==> src/sdinit_pkg.sv <==
package sdinit_pkg;

  // input item kinds
  localparam logic IN_START    = 1'b0;
  localparam logic IN_RESPONSE = 1'b1;

  // status codes
  localparam logic [4:0] ST_OK      = 5'd0;
  localparam logic [4:0] ST_TIMEOUT = 5'd1;
  localparam logic [4:0] ST_CRC     = 5'd2;
  localparam logic [4:0] ST_INDEX   = 5'd3;
  localparam logic [4:0] ST_VOLTAGE = 5'd4;
  localparam logic [4:0] ST_R1_BASE = 5'd5;
  localparam logic [4:0] ST_CMD_CRC = 5'd12;
  localparam logic [4:0] ST_ILLEGAL = 5'd13;
  localparam logic [4:0] ST_GENERAL = 5'd16;

  // command indexes
  localparam logic [5:0] CMD_GO_IDLE       = 6'd0;
  localparam logic [5:0] CMD_ALL_SEND_CID  = 6'd2;
  localparam logic [5:0] CMD_SEND_RCA      = 6'd3;
  localparam logic [5:0] ACMD_BUS_WIDTH    = 6'd6;
  localparam logic [5:0] CMD_SELECT        = 6'd7;
  localparam logic [5:0] CMD_SEND_IF_COND  = 6'd8;
  localparam logic [5:0] CMD_SEND_CSD      = 6'd9;
  localparam logic [5:0] CMD_SET_BLOCKLEN  = 6'd16;
  localparam logic [5:0] ACMD_SEND_OP_COND = 6'd41;
  localparam logic [5:0] CMD_APP           = 6'd55;

  // command arguments
  localparam logic [31:0] ARG_IF_COND   = 32'h0000_01AA;
  localparam logic [31:0] ARG_OP_COND   = 32'h8010_0000;
  localparam logic [31:0] ARG_HCS       = 32'h4000_0000;
  localparam logic [31:0] ARG_BUS_WIDE  = 32'd2;
  localparam logic [31:0] ARG_BLOCKLEN  = 32'd512;

  // card types
  localparam logic [1:0] TYPE_SDSC_V1 = 2'd0;
  localparam logic [1:0] TYPE_SDSC_V2 = 2'd1;
  localparam logic [1:0] TYPE_SDHC    = 2'd2;

  // csd structure versions
  localparam logic [1:0] CSD_V1 = 2'd0;
  localparam logic [1:0] CSD_V2 = 2'd1;

  localparam logic [15:0] TRIALS_RESET = 16'hffff;
  localparam logic [15:0] TRIALS_SAT   = 16'hffff;

  // r1 error bits in priority order, highest first
  localparam int R1_ERR_COUNT = 19;
  localparam logic [4:0] R1_ERR_BIT [R1_ERR_COUNT] = '{
    5'd31, 5'd30, 5'd29, 5'd28, 5'd27, 5'd26, 5'd24, 5'd23, 5'd22, 5'd21,
    5'd20, 5'd19, 5'd18, 5'd17, 5'd16, 5'd15, 5'd14, 5'd13, 5'd3
  };

  typedef struct packed {
    logic        command;
    logic        timed_out;
    logic        crc_failed;
    logic [5:0]  resp_cmd_index;
    logic [31:0] resp_word0;
    logic [31:0] resp_word1;
    logic [31:0] resp_word2;
  } item_t;

  typedef struct packed {
    logic        send_valid;
    logic [5:0]  cmd_index;
    logic [31:0] cmd_arg;
    logic        long_response;
    logic        finished;
    logic [4:0]  status_code;
    logic [1:0]  card_type;
    logic [15:0] card_address;
    logic [31:0] capacity_kb;
  } result_t;

  function automatic logic [4:0] r1_check(logic [5:0] exp_idx, logic to, logic crc,
                                          logic [5:0] idx, logic [31:0] w0);
    logic [4:0] st;
    st = ST_OK;
    if (to) begin
      st = ST_TIMEOUT;
    end else if (crc) begin
      st = ST_CRC;
    end else if (idx != exp_idx) begin
      st = ST_INDEX;
    end else begin
      // walk from lowest priority up so the highest set bit wins
      for (int i = R1_ERR_COUNT - 1; i >= 0; i--) begin
        if (w0[R1_ERR_BIT[i]]) st = ST_R1_BASE + 5'(i);
      end
    end
    return st;
  endfunction

  function automatic logic [4:0] r6_check(logic to, logic crc, logic [5:0] idx,
                                          logic [31:0] w0);
    logic [4:0] st;
    st = ST_OK;
    if (to) begin
      st = ST_TIMEOUT;
    end else if (crc) begin
      st = ST_CRC;
    end else if (idx != CMD_SEND_RCA) begin
      st = ST_INDEX;
    end else if (w0[13]) begin
      st = ST_GENERAL;
    end else if (w0[14]) begin
      st = ST_ILLEGAL;
    end else if (w0[15]) begin
      st = ST_CMD_CRC;
    end
    return st;
  endfunction

  function automatic logic [31:0] csd_capacity(logic [31:0] w0, logic [31:0] w1,
                                               logic [31:0] w2, logic [31:0] old);
    logic [12:0] csize1;
    logic [4:0]  expo;
    logic [31:0] cap;
    csize1 = {1'b0, w1[9:0], w2[31:30]} + 13'd1;
    // c_size_mult + read_bl_len + 2, result shifted relative to 2^10
    expo = {2'b0, w2[17:15]} + {1'b0, w1[19:16]} + 5'd2;
    unique case (w0[31:30])
      CSD_V1: begin
        if (expo >= 5'd10) cap = {19'b0, csize1} << (expo - 5'd10);
        else cap = {19'b0, csize1} >> (5'd10 - expo);
      end
      CSD_V2:  cap = {1'b0, w1[5:0], w2[31:16], 9'b0};
      default: cap = old;
    endcase
    return cap;
  endfunction

endpackage

==> src/sdinit_in_stage.sv <==
module sdinit_in_stage import sdinit_pkg::*; (
  input  logic  clk,
  input  logic  rst,
  input  logic  in_valid,
  output logic  in_ready,
  input  item_t in_item,
  input  logic  advance,
  output logic  s_valid,
  output item_t s_item
);

  assign in_ready = !s_valid || advance;

  always_ff @(posedge clk) begin
    if (rst) begin
      s_valid <= 1'b0;
    end else if (in_valid && in_ready) begin
      s_valid <= 1'b1;
    end else if (advance) begin
      s_valid <= 1'b0;
    end
  end

  always_ff @(posedge clk) begin
    if (in_valid && in_ready) begin
      s_item <= in_item;
    end
  end

endmodule

==> src/sdinit_core.sv <==
module sdinit_core import sdinit_pkg::*; (
  input  logic        clk,
  input  logic        rst,
  input  logic        cfg_we,
  input  logic [15:0] cfg_data,
  input  logic        step,
  input  item_t       item,
  output result_t     res
);

  typedef enum logic [3:0] {
    PH_IDLE, PH_CMD0, PH_CMD8, PH_PRE55, PH_LOOP55, PH_ACMD41, PH_CMD2,
    PH_CMD3, PH_CMD9, PH_CMD7, PH_WB55, PH_ACMD6, PH_CMD16
  } phase_t;

  phase_t      phase, phase_next;
  logic [1:0]  type_reg, type_next;
  logic        high_cap_request, high_cap_next;
  logic [15:0] rca_reg, rca_next;
  logic [15:0] trial_count, trial_next, trial_inc;
  logic [31:0] capacity_reg, capacity_next;
  logic [15:0] max_trials;
  logic [5:0]  r1_idx;
  logic [4:0]  r1_st, r6_st;

  logic        send, fin, lng;
  logic [5:0]  ci;
  logic [31:0] arg;
  logic [4:0]  code;

  always_comb begin
    unique case (phase)
      PH_ACMD6: r1_idx = ACMD_BUS_WIDTH;
      PH_CMD16: r1_idx = CMD_SET_BLOCKLEN;
      default:  r1_idx = CMD_APP;
    endcase
  end

  assign r1_st = r1_check(r1_idx, item.timed_out, item.crc_failed, item.resp_cmd_index,
                          item.resp_word0);
  assign r6_st = r6_check(item.timed_out, item.crc_failed, item.resp_cmd_index,
                          item.resp_word0);
  assign trial_inc = (trial_count == TRIALS_SAT) ? trial_count : trial_count + 16'd1;

  always_comb begin
    phase_next    = phase;
    type_next     = type_reg;
    high_cap_next = high_cap_request;
    rca_next      = rca_reg;
    trial_next    = trial_count;
    capacity_next = capacity_reg;
    send = 1'b0;
    fin  = 1'b0;
    lng  = 1'b0;
    ci   = CMD_GO_IDLE;
    arg  = '0;
    code = ST_OK;

    if (item.command == IN_START) begin
      type_next     = TYPE_SDSC_V1;
      high_cap_next = 1'b0;
      rca_next      = '0;
      trial_next    = '0;
      capacity_next = '0;
      send       = 1'b1;
      phase_next = PH_CMD0;
    end else begin
      unique case (phase)
        PH_CMD0: begin
          if (item.timed_out) begin
            fin = 1'b1; code = ST_TIMEOUT;
          end else begin
            send = 1'b1; ci = CMD_SEND_IF_COND; arg = ARG_IF_COND; phase_next = PH_CMD8;
          end
        end
        PH_CMD8: begin
          // any answer to cmd8 means a v2 card
          if (!item.timed_out) begin
            type_next = TYPE_SDSC_V2; high_cap_next = 1'b1;
          end
          send = 1'b1; ci = CMD_APP; phase_next = PH_PRE55;
        end
        PH_PRE55: begin
          if (r1_st != ST_OK) begin
            fin = 1'b1; code = r1_st;
          end else if (trial_count >= max_trials) begin
            fin = 1'b1; code = ST_VOLTAGE;
          end else begin
            send = 1'b1; ci = CMD_APP; phase_next = PH_LOOP55;
          end
        end
        PH_LOOP55: begin
          if (r1_st != ST_OK) begin
            fin = 1'b1; code = r1_st;
          end else begin
            send = 1'b1; ci = ACMD_SEND_OP_COND;
            arg = ARG_OP_COND | (high_cap_request ? ARG_HCS : 32'd0);
            phase_next = PH_ACMD41;
          end
        end
        PH_ACMD41: begin
          if (item.timed_out) begin
            fin = 1'b1; code = ST_TIMEOUT;
          end else begin
            trial_next = trial_inc;
            // a ready card wins even on the last trial
            if (item.resp_word0[31]) begin
              if (item.resp_word0[30]) type_next = TYPE_SDHC;
              send = 1'b1; ci = CMD_ALL_SEND_CID; lng = 1'b1; phase_next = PH_CMD2;
            end else if (trial_inc >= max_trials) begin
              fin = 1'b1; code = ST_VOLTAGE;
            end else begin
              send = 1'b1; ci = CMD_APP; phase_next = PH_LOOP55;
            end
          end
        end
        PH_CMD2: begin
          if (item.timed_out) begin
            fin = 1'b1; code = ST_TIMEOUT;
          end else if (item.crc_failed) begin
            fin = 1'b1; code = ST_CRC;
          end else begin
            send = 1'b1; ci = CMD_SEND_RCA; phase_next = PH_CMD3;
          end
        end
        PH_CMD3: begin
          if (r6_st != ST_OK) begin
            fin = 1'b1; code = r6_st;
          end else begin
            rca_next = item.resp_word0[31:16];
            send = 1'b1; ci = CMD_SEND_CSD; arg = {item.resp_word0[31:16], 16'b0};
            lng = 1'b1; phase_next = PH_CMD9;
          end
        end
        PH_CMD9: begin
          if (item.timed_out) begin
            fin = 1'b1; code = ST_TIMEOUT;
          end else if (item.crc_failed) begin
            fin = 1'b1; code = ST_CRC;
          end else begin
            capacity_next = csd_capacity(item.resp_word0, item.resp_word1,
                                         item.resp_word2, capacity_reg);
            send = 1'b1; ci = CMD_SELECT; arg = {rca_reg, 16'b0}; phase_next = PH_CMD7;
          end
        end
        PH_CMD7: begin
          send = 1'b1; ci = CMD_APP; arg = {rca_reg, 16'b0}; phase_next = PH_WB55;
        end
        PH_WB55: begin
          if (r1_st != ST_OK) begin
            fin = 1'b1; code = r1_st;
          end else begin
            send = 1'b1; ci = ACMD_BUS_WIDTH; arg = ARG_BUS_WIDE; phase_next = PH_ACMD6;
          end
        end
        PH_ACMD6: begin
          if (r1_st != ST_OK) begin
            fin = 1'b1; code = r1_st;
          end else begin
            send = 1'b1; ci = CMD_SET_BLOCKLEN; arg = ARG_BLOCKLEN; phase_next = PH_CMD16;
          end
        end
        PH_CMD16: begin
          fin = 1'b1; code = r1_st;
        end
        default: begin
          // response with no command outstanding: nothing to do
        end
      endcase
      if (fin) phase_next = PH_IDLE;
    end
  end

  always_comb begin
    res.send_valid    = send;
    res.cmd_index     = ci;
    res.cmd_arg       = arg;
    res.long_response = lng;
    res.finished      = fin;
    res.status_code   = code;
    res.card_type     = type_next;
    res.card_address  = rca_next;
    res.capacity_kb   = capacity_next;
  end

  always_ff @(posedge clk) begin
    if (rst) begin
      phase            <= PH_IDLE;
      type_reg         <= TYPE_SDSC_V1;
      high_cap_request <= 1'b0;
      rca_reg          <= '0;
      trial_count      <= '0;
      capacity_reg     <= '0;
      max_trials       <= TRIALS_RESET;
    end else begin
      if (cfg_we) max_trials <= cfg_data;
      if (step) begin
        phase            <= phase_next;
        type_reg         <= type_next;
        high_cap_request <= high_cap_next;
        rca_reg          <= rca_next;
        trial_count      <= trial_next;
        capacity_reg     <= capacity_next;
      end
    end
  end

  a_fin_idle: assert property (@(posedge clk) disable iff (rst)
    step && res.finished |=> phase == PH_IDLE)
    else $error("sequence ended but phase not idle");

  a_start_clear: assert property (@(posedge clk) disable iff (rst)
    step && item.command == IN_START |=>
      phase == PH_CMD0 && rca_reg == '0 && capacity_reg == '0 &&
      trial_count == '0 && type_reg == TYPE_SDSC_V1 && !high_cap_request)
    else $error("start did not clear card registers");

  a_long_resp: assert property (@(posedge clk) disable iff (rst)
    step && res.long_response |->
      res.send_valid && (res.cmd_index == CMD_ALL_SEND_CID || res.cmd_index == CMD_SEND_CSD))
    else $error("long response flagged on a short-response command");

  a_trial_count: assert property (@(posedge clk) disable iff (rst)
    step && phase == PH_ACMD41 && item.command == IN_RESPONSE && !item.timed_out &&
      trial_count != TRIALS_SAT |=> trial_count == $past(trial_count) + 16'd1)
    else $error("voltage trial not counted");

endmodule

==> src/sdinit_out_stage.sv <==
module sdinit_out_stage import sdinit_pkg::*; (
  input  logic    clk,
  input  logic    rst,
  input  logic    load,
  input  result_t res_in,
  input  logic    out_ready,
  output logic    out_valid,
  output result_t res_out
);

  always_ff @(posedge clk) begin
    if (rst) begin
      out_valid <= 1'b0;
    end else if (load) begin
      out_valid <= 1'b1;
    end else if (out_ready) begin
      out_valid <= 1'b0;
    end
  end

  always_ff @(posedge clk) begin
    if (load) begin
      res_out <= res_in;
    end
  end

endmodule

==> src/sd_card_init_sequencer.sv <==
// channel   dir  handshake              payload
// in        in   in_valid / in_ready    command, timed_out, crc_failed, resp_cmd_index,
//                                       resp_word0, resp_word1, resp_word2
// out       out  out_valid / out_ready  send_valid, cmd_index, cmd_arg, long_response,
//                                       finished, status_code, card_type, card_address,
//                                       capacity_kb
// cfg       in   cfg_valid / cfg_ready  cfg_data (max_voltage_trials)
//
// one beat in, one beat out; a result is registered in the output register after its
// input beat has been held in the input register
// sustained rate is one beat per cycle while out_ready is high: the sequencer step is a
// single combinational pass from input to output register, state updates on that pass
// a stalled output register holds its beat; the input register still takes one more beat
// rst is synchronous: phase idle, card registers zero, trial limit 65535
// cfg_ready is always high, the trial limit updates on the next edge
module sd_card_init_sequencer import sdinit_pkg::*; (
  input  logic        clk,
  input  logic        rst,
  input  logic        in_valid,
  output logic        in_ready,
  input  logic        command,
  input  logic        timed_out,
  input  logic        crc_failed,
  input  logic [5:0]  resp_cmd_index,
  input  logic [31:0] resp_word0,
  input  logic [31:0] resp_word1,
  input  logic [31:0] resp_word2,
  output logic        out_valid,
  input  logic        out_ready,
  output logic        send_valid,
  output logic [5:0]  cmd_index,
  output logic [31:0] cmd_arg,
  output logic        long_response,
  output logic        finished,
  output logic [4:0]  status_code,
  output logic [1:0]  card_type,
  output logic [15:0] card_address,
  output logic [31:0] capacity_kb,
  input  logic        cfg_valid,
  output logic        cfg_ready,
  input  logic [15:0] cfg_data
);

  item_t   in_item, s_item;
  result_t core_res, out_res;
  logic    s_valid, advance;

  assign in_item.command        = command;
  assign in_item.timed_out      = timed_out;
  assign in_item.crc_failed     = crc_failed;
  assign in_item.resp_cmd_index = resp_cmd_index;
  assign in_item.resp_word0     = resp_word0;
  assign in_item.resp_word1     = resp_word1;
  assign in_item.resp_word2     = resp_word2;

  // move the held beat through the core when the output register is free
  assign advance   = s_valid && (!out_valid || out_ready);
  assign cfg_ready = 1'b1;

  sdinit_in_stage u_in (
    .clk      (clk),
    .rst      (rst),
    .in_valid (in_valid),
    .in_ready (in_ready),
    .in_item  (in_item),
    .advance  (advance),
    .s_valid  (s_valid),
    .s_item   (s_item)
  );

  sdinit_core u_core (
    .clk      (clk),
    .rst      (rst),
    .cfg_we   (cfg_valid && cfg_ready),
    .cfg_data (cfg_data),
    .step     (advance),
    .item     (s_item),
    .res      (core_res)
  );

  sdinit_out_stage u_out (
    .clk       (clk),
    .rst       (rst),
    .load      (advance),
    .res_in    (core_res),
    .out_ready (out_ready),
    .out_valid (out_valid),
    .res_out   (out_res)
  );

  assign send_valid    = out_res.send_valid;
  assign cmd_index     = out_res.cmd_index;
  assign cmd_arg       = out_res.cmd_arg;
  assign long_response = out_res.long_response;
  assign finished      = out_res.finished;
  assign status_code   = out_res.status_code;
  assign card_type     = out_res.card_type;
  assign card_address  = out_res.card_address;
  assign capacity_kb   = out_res.capacity_kb;

endmodule

==> config.mk <==
export PLATFORM = sky130hd
export DESIGN_NAME = sd_card_init_sequencer
export DESIGN_NICKNAME = d
export VERILOG_FILES = /design/src/sdinit_pkg.sv /design/src/sdinit_in_stage.sv /design/src/sdinit_core.sv /design/src/sdinit_out_stage.sv /design/src/sd_card_init_sequencer.sv
export SDC_FILE = /design/constraint.sdc
export NUM_CORES = 1
export LEC_CHECK = 0
export ABC_AREA = 1
export BUFFER_PORTS_ARGS = -buffer_cell sky130_fd_sc_hd__buf_2
export CAP_MARGIN = 15
export CORE_ASPECT_RATIO = 1.4
export CORE_MARGIN = 2
export CORE_UTILIZATION = 40
export CTS_CLUSTER_DIAMETER = 120
export DETAILED_ROUTE_END_ITERATION = 8
export PLACE_DENSITY = 0.57
export REMOVE_ABC_BUFFERS = 1
export SYNTH_ARGS = -nofsm -noshare
export SYNTH_HDL_FRONTEND = slang
export SYNTH_HIERARCHICAL = 1
export SYNTH_SLANG_ARGS = --single-unit
==> constraint.sdc <==
create_clock -name clk -period 31.7 [get_ports clk]
set_input_delay 6.34 -clock clk [delete_from_list [all_inputs] [get_ports clk]]
set_output_delay 6.34 -clock clk [all_outputs]
set_load 0.05 [all_outputs]
Yosys cells after proc, flatten, opt, wreduce, memory -nomap -nowiden. Cells that the tools add are included.

Register bits after elaboration: 278. Bits of input ports: 126. Output and inout bits: 99. Word-level logic and storage cells: 219.

Add/sub/neg operators: 6. Order comparisons: 3. Eq/ne operators: 33. Shift-type cells: 2. Muxes and demuxes: 133. Reduce and logical (&&, ||, !) cells: 17.

Operators with widths (count): two-way mux 32 bit (9); one-hot mux 32 bit (7 select lines) (1); two-way mux 5 bit (34); two-way mux 16 bit (7); two-way mux 4 bit (19); one-hot mux 32 bit (2 select lines) (1); one-hot mux 6 bit (10 select lines) (1); two-way mux 6 bit (8); one-hot mux 4 bit (11 select lines) (1); one-hot mux 5 bit (7 select lines) (1); greater-or-equal comparator 16 bit (2); left shift 13 x 5 -> 32 bit (1); >> shifter 13 x 5 -> 32 bit (1); two-way mux 1 bit (31); two-way mux 31 bit (1); != test 4 x 3 -> 1 bit (second input constant) (6); != test 4 bit (second input constant) (6); equality test 4 bit (second input constant) (5); adder 16 x 1 -> 16 bit (second input constant) (1); equality test 16 bit (second input constant) (1); equality test 4 x 3 -> 1 bit (second input constant) (4); two-way mux 2 bit (8); AND reduction 15 bit (1); one-hot mux 1 bit (7 select lines) (2); other kinds (30) (42).

Longest topological paths before layout.
Depth after elaboration: 28. Mapped depth: 27. Mapped depth without buffers: 27.

Cells and area by module. Netlist, hierarchy kept.

By module, submodules not included: sdinit_core (instances 1, cells each 1433, area an instance 8538.2 µm², seq. area each 1741.7 µm²); sdinit_in_stage (instances 1, cells each 111, area an instance 3200.6 µm², seq. area each 3173.0 µm²); sdinit_out_stage (instances 1, cells each 101, area an instance 2922.8 µm², seq. area each 2902.8 µm²); sd_card_init_sequencer (instances 1, cells each 5, area an instance 27.5 µm², seq. area each 0.0 µm²).

Worst setup path after synthesis. No wires, ideal clock.

Path kind: input to output. Start point: input port out_ready. End point: output port in_ready. Arrival: 9.654 ns. Data required time: 25.360 ns. Path slack: 15.706 ns. Stages on the path: 4. Path buffers: 0. Cell sequence: inv_1 > a21oi_2 > inv_2 > nand2_2.

Cells in the longest elaborated chain, start to end: 3.

RTL lines: start: declaration (line sd_card_init_sequencer.sv:29) `input logic out_ready,`; logical OR 1 bit (line sd_card_init_sequencer.sv:57) `assign advance = s_valid && (!out_valid || out_ready);`; logical AND 1 bit (line sd_card_init_sequencer.sv:57); via advance (line sd_card_init_sequencer.sv:46) `logic s_valid, advance;`; logical OR 1 bit (line sdinit_in_stage.sv:12) `assign in_ready = !s_valid || advance;`; end: declaration (line sd_card_init_sequencer.sv:20) `output logic in_ready,`.

The timed path passes the listed nets, and every way through them passes these cells.

Worst setup path in the final report. Same ends and word-level chain as after synthesis.

==> results.md <==
| Step | Result | Reported |
|:---|:---|:---|
| clock network | Htree depth | 1 |
| clock network | Number of buffers inserted to repair setup after CTS | 0 |
| timing | PnR worst setup slack | 17650 ps |
| route | First-pass DRT Iterations | 5 |
| route | Final routed wirelength across all metal layers | 36.4 mm |
| timing | Sum of negative setup slack | 0 ps |
| floorplanning | Die Y | 220 um |
| route | Detailed-route via count | 11300 |
| floorplanning | Die X | 158 um |
| logic synthesis | Cell area after synthesis | 13300 um2 |
| layout | Register cell area after layout | 6470 um2 |
| place | Number of buffers added on ports | 178 |
| global routing | Total global routing track utilization | 0.210 |
| place | Weighted congestion at the end of routability-driven global placement | 0.919 |
| clock network | Sinks on the clock net | 245 |
| floorplanning | Number of core rows | 79 |
| clock network | CTS Buffer Depth | 3 |
| job | Number of max-cap violations | 0 |
| layout | Multi-input logic area | 5730 um2 |
| clock network | Clock tree from TritonCTS | yes |
| timing | Post-route clock period utilization | 0.443 |
| global routing | GR Overflow Total | 0 |
| timing | Number of hold violations in the final report | 0 |
| layout | Layout Nets | 1930 |
| floorplanning | Core Footprint | 33000 um2 |
| min path | Class of the tightest hold or removal check | reg2reg |
| layout | Fraction of final layout cells with drive strength greater than 1 | 0.174 |
| logic synthesis | Average instance area after synthesis | 8.31 um2 |
| clock network | Clock latency reported for the late side of the worst-skew pair | 560 ps |
| status | Status | completed |
| clock network | Number of hold-repair buffers added at the cts stage | 0 |
| layout | Antenna cells | 0 |
| global routing | Wire length of the first global-routing pass | 57.5 mm |
| power and ir drop | Leakage dissipation | 6.60 nW |
| setup path | Worst endpoint required time | 25360 ps |
| power and ir drop | Overall Power | 0.902 mW |
| global routing | Largest net degree at the start of global routing | 209 |
| place | Worst Setup Slack post-DPL | 17530 ps |
| floorplanning | Initial Util | 0.404 |
| setup path | Crit-path cells | buf_2, inv_1, a21oi_4, buf_12, inv_2, nand2_2, buf_2 |
| place | Estimated wirelength of the detail-placed design | 26.4 mm |
| layout | Area growth from synthesis to layout | 15.6% |
| route | Number of vias per cell | 5.08 |
| timing | Final critical-path required period | 14050 ps |
| floorplanning | Ports | 225 |
| clock network | Resize count post-CTS | 0 |
| setup path | Crit-path slowest cell | sky130_fd_sc_hd__buf_12 |
| route | Post-route DRC violation count | 0 |
| setup path | Category of the critical setup timing path | in2out |
| timing | Worst-case headroom to the max-slew limit | 0.242 |
| route | Post-DR wirelength/cell | 16.4 um |
| route | Number of DRC markers in iteration 0 | 707 |
| power and ir drop | Pwr Density | 58.5 nW/um2 |
| place | Number of placed instances with taps included | 2169 |
| timing | Transition at the pin with the smallest max-transition slack | 1120 ps |
| setup path | Arrival time of the worst setup path | 7710 ps |
| logic synthesis | Cells after Synth | 1605 |
| logic synthesis | Yosys synthesis warning count | 6 |
| timing | Setup Skew | 17.6 ps |
| timing | Final setup vio count | 0 |
| setup path | Dominant cell type by count on the critical path | sky130_fd_sc_hd__buf_2 |
| timing | Count of pins over their slew limit | 0 |
| clock network | Clk Tree Root Cell | sky130_fd_sc_hd__clkbuf_16 |
| setup path | Kind of capture point of the worst setup path | output port |
| global routing | Antenna violations before repair | 1 |
| clock network | CTS clk-pin slew, worst paths | 60 ps |
| global routing | Via count of the first global-routing pass | 10800 |
| timing | Maximum clock frequency | 71.2 MHz |
| setup path | Highest fanout seen on the critical path | 208 |
| layout | Post-layout instance count excluding filler cells | 2218 |
| timing | RSZ-0062 raised after global routing | no |
| layout | Number of filler cells placed in the layout | 3354 |
| power and ir drop | Highest ir drop seen on vdd | 0.0443 mV |
| clock network | Number of buffers inserted during clock tree synthesis | 26 |
| timing | Hold WS | 480 ps |
| layout | Flip-flop count of the largest register after layout | 96 |
| route | DRT antenna net count | 0 |
| floorplanning | Overall die area | 34800 um2 |
| setup path | Critical Path Max Stage Delay | 570 ps |
| setup path | CP Launch Type | primary input |
layout by cell type (no fill, tap or decap), types with 24 or more instances in the layout:
| master | instances |
|---|---|
| sky130_fd_sc_hd__nor2_1 | 126 |
| sky130_fd_sc_hd__o21ai_0 | 128 |
| sky130_fd_sc_hd__nand2_1 | 318 |
| sky130_fd_sc_hd__inv_1 | 205 |
| sky130_fd_sc_hd__ha_1 | 50 |
| sky130_fd_sc_hd__o21ai_1 | 24 |
| sky130_fd_sc_hd__buf_2 | 178 |
| sky130_fd_sc_hd__nand3_1 | 55 |
| sky130_fd_sc_hd__dfxtp_1 | 89 |
| sky130_fd_sc_hd__a21oi_1 | 184 |
| sky130_fd_sc_hd__edfxtp_1 | 156 |
| sky130_fd_sc_hd__clkbuf_16 | 26 |
stage by stage:
step                      utilization  instance area (um2)
after CTS                       0.467                15400
after detailed placement        0.440                14500
after global placement          0.440                14500
final                           0.467                15400
after floorplan                     -                13000
after global routing            0.467                15400
report_power, final:
group | switching [mW] | internal, mW | total, mW | leakage, nW
combinational | 0.160 | 0.0578 | 0.218 | 3.93
clock | 0.131 | 0.181 | 0.312 | 0.429
sequential | 0.0108 | 0.362 | 0.373 | 2.25
worst max-delay path, delay by kind of cell:
family	cells	cell delay, ps
buf+inv	5	1100
simple gates	1	110
compound gates	1	140
worst paths after layout:
kind	start	to	slack [ps]	cells after the start
max	out_ready	in_ready	17650	7
min reg2reg	u_core/max_trials[0]	u_core/max_trials[0]	480	2
min	u_core/max_trials[0]	u_core/max_trials[0]	480	2
max reg2reg	u_in/s_item[16]	u_out/res_out[22]	27110	18
metal layers:
layer  vias up  GRT usage  routed length, um
met1      5218      0.277              16000
li1       5667          -                  -
met2       324      0.348              17200
met5         -          0                  0
met3        66     0.0311               2050
met4         0     0.0769               1200
cell type report:
class                           instances  share of cell area
Sequential cell                       245               0.419
Multi-Input combinational cell       1075               0.372
Timing Repair Buffer                  185              0.0620
Inverter                              220              0.0536
Clock buffer                           37              0.0481
Tap cell                              445              0.0361
Clock inverter                         11             0.00885
Power figures use the tool's default switching activity.
